==> src/rtl/apq_pkg.sv <==
`timescale 1ns / 1ps
// Shared types and codes for the array priority queue.
// No dependencies; every other file except apq_ram refers to this package by scoped names.
package apq_pkg;

    typedef logic signed [31:0] value_t;
    typedef logic signed [15:0] prio_t;
    typedef logic        [1:0]  status_t;
    typedef logic        [4:0]  cap_t;
    typedef logic        [4:0]  occ_t;

    localparam logic OP_ENQ = 1'b0;
    localparam logic OP_DEQ = 1'b1;

    localparam status_t ST_DONE  = 2'd0;
    localparam status_t ST_FULL  = 2'd1;
    localparam status_t ST_EMPTY = 2'd2;

    localparam cap_t CAP_RESET = 5'd16;

    typedef struct packed {
        value_t value;
        prio_t  prio;
    } entry_t;

    typedef struct packed {
        logic first;
        logic sample;
    } best_ctl_t;

endpackage

==> src/rtl/apq_if.sv <==
`timescale 1ns / 1ps
// Valid/ready channel interfaces for request items and result items.
// Depends on apq_pkg for the payload types.
interface apq_in_if;
    logic            valid;
    logic            ready;
    logic            opcode;
    apq_pkg::value_t item_value;
    apq_pkg::prio_t  item_priority;

    modport source (output valid, output opcode, output item_value, output item_priority,
                    input ready);
    modport sink   (input valid, input opcode, input item_value, input item_priority,
                    output ready);
endinterface

interface apq_out_if;
    logic             valid;
    logic             ready;
    apq_pkg::status_t status;
    apq_pkg::value_t  removed_value;
    apq_pkg::prio_t   removed_priority;
    apq_pkg::occ_t    occupancy;

    modport source (output valid, output status, output removed_value,
                    output removed_priority, output occupancy, input ready);
    modport sink   (input valid, input status, input removed_value,
                    input removed_priority, input occupancy, output ready);
endinterface

==> src/rtl/apq_ram.sv <==
`timescale 1ns / 1ps
// Generic simple dual-port RAM: one write port, one read port, registered read.
// No dependencies.
module apq_ram #(
    parameter int WIDTH = 48,
    parameter int DEPTH = 16
) (
    input  logic                     clk,
    input  logic                     we,
    input  logic [$clog2(DEPTH)-1:0] waddr,
    input  logic [WIDTH-1:0]         wdata,
    input  logic [$clog2(DEPTH)-1:0] raddr,
    output logic [WIDTH-1:0]         rdata
);

    logic [WIDTH-1:0] mem [DEPTH];

    always_ff @(posedge clk)
    begin
        if (we)
        begin
            mem[waddr] <= wdata;
        end
        rdata <= mem[raddr];
    end

endmodule

==> src/rtl/apq_best_unit.sv <==
`timescale 1ns / 1ps
// Shared compare unit: tracks the highest priority entry seen during a scan.
// Depends on apq_pkg for entry and control types.
module apq_best_unit #(
    parameter int IW = 4
) (
    input  logic              clk,
    input  apq_pkg::best_ctl_t ctl,
    input  logic [IW-1:0]     idx,
    input  apq_pkg::entry_t   entry,
    output logic [IW-1:0]     best_idx,
    output apq_pkg::entry_t   best_entry
);

    logic            take;
    logic [IW-1:0]   best_idx_reg;
    apq_pkg::entry_t best_entry_reg;

    // strictly greater keeps the oldest entry on ties
    assign take = ctl.sample &&
                  (ctl.first || ($signed(entry.prio) > $signed(best_entry_reg.prio)));

    always_ff @(posedge clk)
    begin
        if (take)
        begin
            best_idx_reg   <= idx;
            best_entry_reg <= entry;
        end
    end

    assign best_idx   = best_idx_reg;
    assign best_entry = best_entry_reg;

endmodule

==> src/rtl/array_priority_queue.sv <==
`timescale 1ns / 1ps
// Priority queue in an unsorted RAM array with one shared priority comparator.
// Sequence: an enqueue or an empty dequeue goes from S_DECIDE to S_POST; a dequeue
// of held entries scans them all, picks the best index b, then shifts the entries above
// b down one place, paced by the single RAM read port feeding the comparator and the shift.
// Flow: ready only while idle, so a new item is taken only after the last result is registered.
// Reset: queue empty, capacity limit 16, RAM contents left undefined.
module array_priority_queue #(
    parameter int DEPTH = 16
) (
    input  logic              clk,
    input  logic              rst_n,
    input  logic              cfg_wr_en,
    input  apq_pkg::cap_t     cfg_wr_data,
    apq_in_if.sink            in_ch,
    apq_out_if.source         out_ch
);

    localparam int AW = $clog2(DEPTH);
    localparam int CW = $clog2(DEPTH + 1);
    localparam int NW = CW + 1;
    localparam int LW = (CW > 5) ? CW : 5;

    localparam logic [2:0] S_IDLE   = 3'd0;
    localparam logic [2:0] S_DECIDE = 3'd1;
    localparam logic [2:0] S_SCAN   = 3'd2;
    localparam logic [2:0] S_PICK   = 3'd3;
    localparam logic [2:0] S_SHIFT  = 3'd4;
    localparam logic [2:0] S_POST   = 3'd5;

    logic [2:0]       state_reg, state_next;
    logic [CW-1:0]    count_reg, count_next;
    logic [AW-1:0]    idx_reg, idx_next;
    apq_pkg::cap_t    cap_reg;
    logic             op_reg;
    apq_pkg::entry_t  item_reg;
    apq_pkg::status_t res_status_reg, res_status_next;

    logic             out_valid_reg, out_valid_next;
    apq_pkg::status_t out_status_reg;
    apq_pkg::value_t  out_value_reg;
    apq_pkg::prio_t   out_prio_reg;
    apq_pkg::occ_t    out_occ_reg;

    logic             ram_we;
    logic [AW-1:0]    ram_waddr;
    apq_pkg::entry_t  ram_wdata;
    logic [AW-1:0]    ram_raddr;
    apq_pkg::entry_t  ram_rdata;

    apq_pkg::best_ctl_t best_ctl;
    logic [AW-1:0]      best_idx;
    apq_pkg::entry_t    best_entry;

    logic             full;
    logic             out_free;
    logic             in_fire;
    logic [NW-1:0]    cnt_n;
    logic [NW-1:0]    idx_inc;
    logic [NW-1:0]    idx_inc2;
    logic [NW-1:0]    best_inc;
    logic [LW-1:0]    occ_wide;

    assign in_fire  = in_ch.valid && in_ch.ready;
    assign out_free = !out_valid_reg || out_ch.ready;
    assign cnt_n    = NW'(count_reg);
    assign idx_inc  = NW'(idx_reg) + NW'(1);
    assign idx_inc2 = NW'(idx_reg) + NW'(2);
    assign best_inc = NW'(best_idx) + NW'(1);
    assign full     = (LW'(count_reg) >= LW'(cap_reg)) || (cnt_n == NW'(DEPTH));
    assign occ_wide = LW'(count_reg);

    apq_ram #(
        .WIDTH ($bits(apq_pkg::entry_t)),
        .DEPTH (DEPTH)
    ) u_ram (
        .clk   (clk),
        .we    (ram_we),
        .waddr (ram_waddr),
        .wdata (ram_wdata),
        .raddr (ram_raddr),
        .rdata (ram_rdata)
    );

    apq_best_unit #(
        .IW (AW)
    ) u_best (
        .clk        (clk),
        .ctl        (best_ctl),
        .idx        (idx_reg),
        .entry      (ram_rdata),
        .best_idx   (best_idx),
        .best_entry (best_entry)
    );

    always_comb
    begin
        state_next      = state_reg;
        count_next      = count_reg;
        idx_next        = idx_reg;
        res_status_next = res_status_reg;
        ram_we          = 1'b0;
        ram_waddr       = idx_reg;
        ram_wdata       = ram_rdata;
        ram_raddr       = '0;
        best_ctl.first  = 1'b0;
        best_ctl.sample = 1'b0;

        case (state_reg)
            S_IDLE:
            begin
                if (in_fire)
                begin
                    state_next = S_DECIDE;
                end
            end
            S_DECIDE:
            begin
                if (op_reg == apq_pkg::OP_ENQ)
                begin
                    state_next = S_POST;
                    if (full)
                    begin
                        res_status_next = apq_pkg::ST_FULL;
                    end
                    else
                    begin
                        res_status_next = apq_pkg::ST_DONE;
                        ram_we          = 1'b1;
                        ram_waddr       = count_reg[AW-1:0];
                        ram_wdata       = item_reg;
                        count_next      = count_reg + CW'(1);
                    end
                end
                else if (count_reg == '0)
                begin
                    res_status_next = apq_pkg::ST_EMPTY;
                    state_next      = S_POST;
                end
                else
                begin
                    res_status_next = apq_pkg::ST_DONE;
                    ram_raddr       = '0;
                    idx_next        = '0;
                    state_next      = S_SCAN;
                end
            end
            S_SCAN:
            begin
                // data for idx_reg arrives; prefetch the next entry
                best_ctl.sample = 1'b1;
                best_ctl.first  = (idx_reg == '0);
                ram_raddr       = idx_inc[AW-1:0];
                if (idx_inc == cnt_n)
                begin
                    state_next = S_PICK;
                end
                else
                begin
                    idx_next = idx_inc[AW-1:0];
                end
            end
            S_PICK:
            begin
                if (best_inc == cnt_n)
                begin
                    count_next = count_reg - CW'(1);
                    state_next = S_POST;
                end
                else
                begin
                    ram_raddr  = best_inc[AW-1:0];
                    idx_next   = best_idx;
                    state_next = S_SHIFT;
                end
            end
            S_SHIFT:
            begin
                // move entry idx+1 down to idx
                ram_we    = 1'b1;
                ram_waddr = idx_reg;
                ram_wdata = ram_rdata;
                if (idx_inc2 < cnt_n)
                begin
                    ram_raddr = idx_inc2[AW-1:0];
                    idx_next  = idx_inc[AW-1:0];
                end
                else
                begin
                    count_next = count_reg - CW'(1);
                    state_next = S_POST;
                end
            end
            S_POST:
            begin
                if (out_free)
                begin
                    state_next = S_IDLE;
                end
            end
            default:
            begin
                state_next = S_IDLE;
            end
        endcase
    end

    always_comb
    begin
        out_valid_next = out_valid_reg;
        if (out_valid_reg && out_ch.ready)
        begin
            out_valid_next = 1'b0;
        end
        if (state_reg == S_POST && out_free)
        begin
            out_valid_next = 1'b1;
        end
    end

    always_ff @(posedge clk or negedge rst_n)
    begin
        if (!rst_n)
        begin
            state_reg      <= S_IDLE;
            count_reg      <= '0;
            cap_reg        <= apq_pkg::CAP_RESET;
            out_valid_reg  <= 1'b0;
        end
        else
        begin
            state_reg     <= state_next;
            count_reg     <= count_next;
            out_valid_reg <= out_valid_next;
            if (cfg_wr_en)
            begin
                cap_reg <= cfg_wr_data;
            end
        end
    end

    always_ff @(posedge clk)
    begin
        idx_reg        <= idx_next;
        res_status_reg <= res_status_next;
        if (in_fire)
        begin
            op_reg        <= in_ch.opcode;
            item_reg.value <= in_ch.item_value;
            item_reg.prio  <= in_ch.item_priority;
        end
        if (state_reg == S_POST && out_free)
        begin
            out_status_reg <= res_status_reg;
            out_occ_reg    <= occ_wide[4:0];
            if (op_reg == apq_pkg::OP_DEQ && res_status_reg == apq_pkg::ST_DONE)
            begin
                out_value_reg <= best_entry.value;
                out_prio_reg  <= best_entry.prio;
            end
            else
            begin
                out_value_reg <= '0;
                out_prio_reg  <= '0;
            end
        end
    end

    assign in_ch.ready             = (state_reg == S_IDLE);
    assign out_ch.valid            = out_valid_reg;
    assign out_ch.status           = out_status_reg;
    assign out_ch.removed_value    = out_value_reg;
    assign out_ch.removed_priority = out_prio_reg;
    assign out_ch.occupancy        = out_occ_reg;

    a_count_in_range: assert property (@(posedge clk) disable iff (!rst_n)
        NW'(count_reg) <= NW'(DEPTH))
        else $error("entry count exceeds depth");

    a_accept_starts: assert property (@(posedge clk) disable iff (!rst_n)
        in_fire |=> state_reg == S_DECIDE)
        else $error("accepted item did not start decode");

    a_enq_grows: assert property (@(posedge clk) disable iff (!rst_n)
        (state_reg == S_DECIDE && op_reg == apq_pkg::OP_ENQ && !full)
        |=> count_reg == $past(count_reg) + CW'(1))
        else $error("enqueue did not grow the count");

    a_shift_needs_entries: assert property (@(posedge clk) disable iff (!rst_n)
        state_reg == S_SHIFT |-> NW'(count_reg) >= NW'(2))
        else $error("shift with fewer than two entries");

    a_post_stalls_input: assert property (@(posedge clk) disable iff (!rst_n)
        (state_reg == S_POST && !out_free) |=> state_reg == S_POST)
        else $error("result dropped while output busy");

endmodule

==> src/flat_wrapper.sv <==
// flat-port wrapper written by rule: the top's interface ports become plain ports
module array_priority_queue_flat 
#(
    parameter int DEPTH = 16
)
  (clk, rst_n, cfg_wr_en, cfg_wr_data, in_ch_valid, in_ch_opcode, in_ch_item_value, in_ch_item_priority, in_ch_ready, out_ch_valid, out_ch_status, out_ch_removed_value, out_ch_removed_priority, out_ch_occupancy, out_ch_ready);
  apq_in_if in_ch_i ();
  apq_out_if out_ch_i ();
  input  logic clk;
  input  logic rst_n;
  input  logic cfg_wr_en;
  input  apq_pkg::cap_t cfg_wr_data;
  input wire logic [$bits(in_ch_i.valid)-1:0] in_ch_valid;
  input wire logic [$bits(in_ch_i.opcode)-1:0] in_ch_opcode;
  input wire logic [$bits(in_ch_i.item_value)-1:0] in_ch_item_value;
  input wire logic [$bits(in_ch_i.item_priority)-1:0] in_ch_item_priority;
  output wire logic [$bits(in_ch_i.ready)-1:0] in_ch_ready;
  output wire logic [$bits(out_ch_i.valid)-1:0] out_ch_valid;
  output wire logic [$bits(out_ch_i.status)-1:0] out_ch_status;
  output wire logic [$bits(out_ch_i.removed_value)-1:0] out_ch_removed_value;
  output wire logic [$bits(out_ch_i.removed_priority)-1:0] out_ch_removed_priority;
  output wire logic [$bits(out_ch_i.occupancy)-1:0] out_ch_occupancy;
  input wire logic [$bits(out_ch_i.ready)-1:0] out_ch_ready;
  assign in_ch_i.valid = in_ch_valid;
  assign in_ch_i.opcode = in_ch_opcode;
  assign in_ch_i.item_value = in_ch_item_value;
  assign in_ch_i.item_priority = in_ch_item_priority;
  assign in_ch_ready = in_ch_i.ready;
  assign out_ch_valid = out_ch_i.valid;
  assign out_ch_status = out_ch_i.status;
  assign out_ch_removed_value = out_ch_i.removed_value;
  assign out_ch_removed_priority = out_ch_i.removed_priority;
  assign out_ch_occupancy = out_ch_i.occupancy;
  assign out_ch_i.ready = out_ch_ready;
  array_priority_queue #(.DEPTH(DEPTH)) u_core (.clk(clk), .rst_n(rst_n), .cfg_wr_en(cfg_wr_en), .cfg_wr_data(cfg_wr_data), .in_ch(in_ch_i), .out_ch(out_ch_i));
endmodule
==> config.mk <==
export PLATFORM = sky130hd
export DESIGN_NAME = array_priority_queue_flat
export DESIGN_NICKNAME = d
export VERILOG_FILES = /design/src/rtl/apq_pkg.sv /design/src/rtl/apq_if.sv /design/src/rtl/apq_ram.sv /design/src/rtl/apq_best_unit.sv /design/src/rtl/array_priority_queue.sv /design/src/flat_wrapper.sv
export SDC_FILE = /design/constraint.sdc
export NUM_CORES = 1
export LEC_CHECK = 0
export CORE_MARGIN = 2
export CORE_UTILIZATION = 45
export CTS_CLUSTER_DIAMETER = 100
export DETAILED_ROUTE_END_ITERATION = 6
export DONT_BUFFER_PORTS = 1
export PLACE_DENSITY = 0.71
export SYNTH_ARGS = -nofsm -noshare
export SYNTH_HDL_FRONTEND = slang
export SYNTH_SLANG_ARGS = --single-unit
==> constraint.sdc <==
create_clock -name clk -period 7.1 [get_ports clk]
set_input_delay 0.355 -clock clk [delete_from_list [all_inputs] [get_ports clk]]
set_output_delay 0.355 -clock clk [all_outputs]
set_load 0.02 [all_outputs]
==> results of run 1 <==
stage by stage:
stage	power [W]	hold slack (ps)	cells	utilization [%]	setup slack, ps
5_1_grt	0.0199	53.2	3686	51.5	1910
2_1_floorplan	0.0121	59.4	2402	-	1650
6_report	0.0191	50.5	3687	51.5	2120
4_1_cts	0.0191	21.0	3686	51.5	2150
3_5_place_dp	0.0139	59.7	3445	46.9	2190
3_3_place_gp	0.0137	59.8	3445	46.9	2240
path summary, 6_finish.rpt:
path,to,slack (ps),cells after the start
max,u_core.u_ram.mem[4][32],2120,11
min,u_core.state_reg[0],50,3
max reg2reg,u_core.u_ram.mem[4][32],2120,11
min reg2reg,u_core.u_best.best_entry[38],420,0
max in group asynchronous,u_core.cap_reg[2],6470,1
min in group asynchronous,u_core.count_reg[4],170,1
cell families after synthesis:
kind of cell             count (synthesis)  synth area share, %
flip-flops                             992                 76.8
AND/OR/NAND/NOR                        735                 8.66
AO/OA/AOI/OAI                          269                 5.85
multiplexers                           195                 5.13
buffers and inverters                  162                 2.06
adder cells (fa/ha/maj)                 34                 1.14
XOR/XNOR                                15                0.345
routing by layer:
metal | part of all wire, % | up-vias | GRT usage [%] | wire length, um
met2 | 48 | 1092 | 33.1 | 43100
met3 | 8.6 | 169 | 3.92 | 7820
met1 | 40 | 10788 | 28.0 | 36600
met5 | 0 | - | 0 | 0
li1 | - | 9323 | - | -
met4 | 3.2 | 0 | 8.08 | 2850
worst max-delay path: cells and delay by family (launching register included):
family / cells / cell delay (ps)
and+or+nand+nor: 2 / 1120
DFF: 1 / 590
AOI/OAI and AO/OA: 5 / 1160
buffers and inverters: 3 / 1420
adders and majority gates: 1 / 310
report_power, final:
| part | internal, W | switching (W) |
|---|---|---|
| Sequential | 0.00824 | 0.000490 |
| Clock | 0.00301 | 0.00219 |
| Combinational | 0.00150 | 0.00365 |
| Total | 0.0127 | 0.00633 |
area by class of cell:
class                   instances  area share [%]
diodes                          1         0.00580
clock buffers                 124            6.10
clock inverters                60            1.45
inverters                      30           0.261
multi-input cells            1248            19.0
flip-flops and latches        992            67.8
well taps                    1134            3.29
repair buffers                 98            2.07
cell usage in the layout, fill, tap and decap left out, types with 3 or more instances in the layout:
cell type | synthesis | layout
clkbuf_1 | 72 | 20
nor2_1 | 22 | 19
o21ai_1 | 2 | 3
a21o_1 | 7 | 7
clkinv_1 | 0 | 14
a21oi_1 | 17 | 17
clkbuf_8 | 0 | 4
nand2b_1 | 12 | 12
o32ai_1 | 4 | 4
buf_4 | 12 | 40
and2_1 | 62 | 49
clkinv_4 | 0 | 3
nand3_1 | 9 | 9
xnor2_1 | 6 | 6
nand2_1 | 550 | 550
nor2_4 | 1 | 7
inv_6 | 0 | 7
nor2b_1 | 10 | 5
dfxtp_1 | 48 | 48
xor2_1 | 9 | 9
inv_1 | 30 | 30
a32oi_1 | 192 | 192
clkinvlp_4 | 0 | 7
and2_2 | 0 | 12
bufinv_16 | 0 | 10
o21ai_0 | 18 | 16
mux2i_1 | 193 | 193
dlygate4sd3_1 | 0 | 57
nor3_1 | 3 | 3
nor2b_4 | 0 | 5
dfrtp_1 | 13 | 13
edfxtp_1 | 930 | 930
and4_1 | 48 | 48
ha_1 | 33 | 33
nand4_1 | 3 | 3
clkbuf_16 | 0 | 100
clkinv_2 | 0 | 16
o31ai_1 | 3 | 3
==> results by group, run 1 <==
Synthesis
  – Sequential element share of the synthesized area: 76.8%
  – Synthesized area: 0.0381 sq mm
  – Ys flop type: edfxtp_1
  – Cell with the most instances after synthesis: edfxtp_1
  – Number of synthesized flops with an enable pin: 930
  – Synth Instances: 2402
  – Netlist cell types: 64
  – YS warnings: 0
  – Most instantiated cells after synthesis: 930 x edfxtp_1, 550 x nand2_1, 193 x mux2i_1
  – Top cell type by total area after synthesis: edfxtp_1
  – Post-Syn Nets: 2495
  – Syn Area/Cell: 15.8 sq um
  – Yosys reg bits: 992
  – Top cells by area, synth: edfxtp_1 73%, nand2_1 5.4%, mux2i_1 5.1%
  – Synth top area share: 73.4%
  – FFs w/ async S/R, synth: 1.41%

Placed design
  – Final Wtd Congestion: 0.831
  – PortBufs: 0
  – Placed cell area: 0.0393 sq mm
  – Estimated wirelength of the detail-placed design: 48.2 mm

Timing
  – Fin crit share: 70.1%
  – Setup-failing EPs final: 0
  – Clk_skew: 32.2 ps
  – Final min period: 4980 ps
  – F_max: 201 MHz
  – Pins Over Slew Limit: 0
  – Final hold violation count: 0
  – Post-Route Setup TNS: 0 ps
  – RSZ-0062 raised after global routing: false
  – Worst-margin pin slew: 1230 ps
  – Relative slew slack: 17.0%

Detailed routing
  – DRC violations left: 0
  – Drt pass-1 iters: 5
  – Via count: 21372
  – Wirelength, routed: 90.4 mm
  – DR iter-0 viols: 2609
  – Vias per inst: 5.80
  – Routed WL per cell: 24.5 um
  – Post-DRT Antenna Nets: 0

Run status
  – Outcome: finished, final reports clean

GRT
  – Antenna violations before repair: 3
  – Vias in the first global route: 21354
  – Total track usage: 20.7%
  – First-pass GRT wire length: 133 mm
  – Total gr overflow: 0
  – Largest net degree at the start of global routing: 146

Setup path
  – Worst Path Required: 7420 ps
  – Startpoint types: flop
  – Slowest library cell on the worst path: nor2b_4
  – Crit path kind: reg2reg
  – Crit path capture type: flop
  – Critical path peak fanout: 58
  – R2R Path Start: u_core.count_reg[0]
  – Origin of the worst setup path: u_core.count_reg[0]
  – Sequence of cells on the critical path: inv_1, ha_1, nand2b_1, a21o_1, a21o_1, a21oi_1, o211ai_1, buf_4, o21ai_0, nor2b_4, buf_4
  – Max incr delay on CP: 1020 ps
  – Worst Path Arrival: 5300 ps

Clocking
  – CTS HTree Levels: 3
  – Post-cts resize count: 0
  – Clock-pin slew of the registers on the worst-case setup and hold paths: 70 ps
  – CTS tree: built
  – Clock Sink Count: 992
  – Hold buffers post-CTS: 57
  – Clock root cell: clkbuf_16
  – CTS Buf Count: 98
  – Post-CTS setup buffer count: 0
  – Clk buf depth: 3
  – Clk_lat worst skew: 660 ps

Floorplan
  – Row count: 106
  – Die area: 0.0869 sq mm
  – Core ar.: 0.0837 sq mm
  – I/O pin count: 116
  – Starting Density: 45.5%
  – Die X: 295 um
  – Die height: 295 um

Final layout
  – Layout area overhead: 13.3%
  – Max reg flops: 768
  – Area of the multi-input gates: 0.00820 sq mm
  – Sequential standard cell area: 0.0292 sq mm
  – Layout net count: 2561
  – Share of layout cells above drive strength 1: 9.37%
  – Largest Register: u_core.u_ram.mem
  – Filler instances: 6606
  – Finished layout cell area: 0.0431 sq mm

Hold path
  – HP Start: in_ch_valid
  – Worst hold path class: in2reg

Pwr
  – PwrDens: 442 mW/mm^2
  – Leak Pwr: 14.7 nW
  – VDD IR max: 0.000483 V

Job
  – Number of max-cap violations: 0
No activity file was read; power rests on OpenSTA's default activity.
==> inputs of run 2 (changes only) <==
--- a/config.mk
+++ b/config.mk
@@ -10,7 +10,7 @@
 export CTS_CLUSTER_DIAMETER = 100
 export DETAILED_ROUTE_END_ITERATION = 6
 export DONT_BUFFER_PORTS = 1
-export PLACE_DENSITY = 0.71
+export PLACE_DENSITY = 0.73
 export SYNTH_ARGS = -nofsm -noshare
 export SYNTH_HDL_FRONTEND = slang
 export SYNTH_SLANG_ARGS = --single-unit
==> constraint.sdc (replaced) <==
create_clock -name clk -period 4.4 [get_ports clk]
set_input_delay 0.22 -clock clk [delete_from_list [all_inputs] [get_ports clk]]
set_output_delay 0.22 -clock clk [all_outputs]
set_load 0.02 [all_outputs]
==> run 2 against run 1 <==
Maximum frequency is 34% higher. Sequential power increased by 60%. Combinational power rose by 64%. Largest cell class unchanged.
==> results by group, run 2 (synthesis results as in run 1) <==
Run status
  – Outcome: finished, final reports clean

Pwr
  – Total power draw: 0.0304 W
  – PwrDens: 701 mW/mm^2
  – VDD IR max: 0.000983 V
  – Leak Pwr: 14.8 nW

Final layout
  – Final core utilization: 51.8%
  – Max reg flops: 768
  – Filler instances: 6440
  – Non-Filler Instances: 3694
  – Most frequent cells in the layout: 930 x edfxtp_1, 550 x nand2_1, 193 x mux2i_1
  – Largest Register: u_core.u_ram.mem
  – Layout area overhead: 13.9%
  – Share of layout cells above drive strength 1: 9.30%
  – Commonest non-fill, non-tap cell in the layout: edfxtp_1
  – Layout net count: 2573
  – Finished layout cell area: 0.0434 sq mm

Detailed routing
  – Routed WL per cell: 24.3 um
  – Via count: 21292
  – DR iter-0 viols: 2583
  – Drt pass-1 iters: 5
  – DRC violations left: 0
  – Vias per inst: 5.76
  – Wirelength, routed: 89.8 mm
  – Post-DRT Antenna Nets: 0

Setup path
  – Startpoint types: flop
  – Max incr delay on CP: 550 ps
  – Worst Path Required: 4990 ps
  – Internal reg-to-reg setup slack: 680 ps
  – Worst Path Arrival: 4310 ps
  – Crit path capture type: flop
  – CP dominant cell by count: ha_1
  – Critical path peak fanout: 65
  – Sequence of cells on the critical path: ha_1, xor2_1, ha_1, a21o_1, a211o_4, nor2_4, a221o_4, buf_12, nand2_1, a32oi_1, and4_1
  – Crit path kind: reg2reg
  – Slowest library cell on the worst path: a221o_4

Job
  – Number of max-cap violations: 0

Clocking
  – CTS HTree Levels: 3
  – Post-CTS setup buffer count: 0
  – Clk_lat worst skew: 660 ps
  – Clk buf depth: 3
  – Clock root cell: clkbuf_16
  – Clock Sink Count: 992
  – Clock-pin slew of the registers on the worst-case setup and hold paths: 60 ps
  – CTS Buf Count: 94
  – CTS tree: built

Timing
  – Setup-failing EPs final: 0
  – Post-Route Setup TNS: 0 ps
  – Clk_skew: 36.4 ps
  – F_max: 269 MHz
  – Worst-margin pin slew: 980 ps
  – Fin crit share: 84.5%
  – Final hold violation count: 0
  – Relative slew slack: 34.4%
  – RSZ-0062 raised after global routing: false
  – Final min period: 3720 ps
  – Pins Over Slew Limit: 0

Floorplan
  – I/O pin count: 116
  – Die X: 295 um
  – Die height: 295 um
  – Starting Density: 45.5%
  – Core ar.: 0.0837 sq mm
  – Row count: 106
  – Die area: 0.0869 sq mm

GRT
  – Total gr overflow: 0
  – Antenna violations before repair: 2
  – Vias in the first global route: 21022
  – Total track usage: 20.4%
  – First-pass GRT wire length: 131 mm
  – Largest net degree at the start of global routing: 103

Placed design
  – PortBufs: 0
  – Estimated wirelength of the detail-placed design: 45.3 mm
  – # placed instances: 3460
  – Placed cell area: 0.0397 sq mm
  – Final Wtd Congestion: 0.859

Hold path
  – Worst hold path class: in2async
-- run 2: cell types whose count changed in the layout (fill, tap and decap cells not counted), sizes merged --
cell	before	now
inv	38	34
clkinvlp	7	2
dlygate4sd3	57	58
buf	41	56
clkinv	35	26
clkbuf	124	137
bufinv	10	6
-- run 2: final timing paths --
path / from / to / depth (start not counted)
max in group asynchronous: rst_n / u_core.state_reg[2] / 1
min reg2reg: u_core.u_ram.rdata[45] / u_core.u_best.best_entry[45] / 0
min: rst_n / u_core.state_reg[1] / 1
max: u_core.idx_reg[2] / u_core.u_ram.rdata[33] / 11
max reg2reg: u_core.idx_reg[2] / u_core.u_ram.rdata[33] / 11
min in group clk: in_ch_item_value[1] / u_core.item_reg[17] / 1
-- run 2: cell type report --
type | instances | area (sq um) | share of cell area (%)
flip-flops and latches | 992 | 29200 | 67.4
multi-input cells | 1248 | 8200 | 18.9
clock buffers | 137 | 2640 | 6.08
well taps | 1134 | 1420 | 3.27
repair buffers | 114 | 1340 | 3.09
clock inverters | 38 | 417 | 0.961
inverters | 30 | 113 | 0.260
diodes | 1 | 2.50 | 0.00577
-- run 2: critical path, delay by kind of cell, from the launching register on --
family,cells,cell delay (ps)
AO/OA/AOI/OAI,4,1350
adder cells (fa/ha/maj),2,560
AND/OR/NAND/NOR,3,560
flip-flops,1,530
buffers and inverters,1,360
XOR/XNOR,1,220
-- run 2: where the power goes --
group	total [W]	internal, W	switching, W
logic	0.00842	0.00260	0.00582
registers	0.0140	0.0133	0.000757
clock network	0.00792	0.00455	0.00337
-- run 2: timing repair --
| action | CTS | global route |
|---|---|---|
| hold buffers | 58 | 0 |
| endpoints found under the setup margin | 0 | 0 |
| hold endpoints to repair | 71 | 0 |
| resized for setup | 0 | 0 |
-- run 2: through the flow --
| step | hold WS [ps] | setup WS, ps |
|---|---|---|
| CTS | 39.6 | 753 |
| global placement | -75.2 | 888 |
| floorplan | -75.6 | 351 |
| detailed placement | -75.2 | 768 |
| finish | 48.8 | 681 |
| global route | 85.6 | 537 |
-- run 2: layer usage --
| layer | wire, um | global-route usage, % | vias to the layer above |
|---|---|---|---|
| met2 | 43200 | 33.3 | 1046 |
| met1 | 35700 | 27.3 | 10734 |
| li1 | - | - | 9321 |
| met3 | 8020 | 3.60 | 191 |
| met5 | 0 | 0 | - |
| met4 | 2870 | 7.74 | 0 |
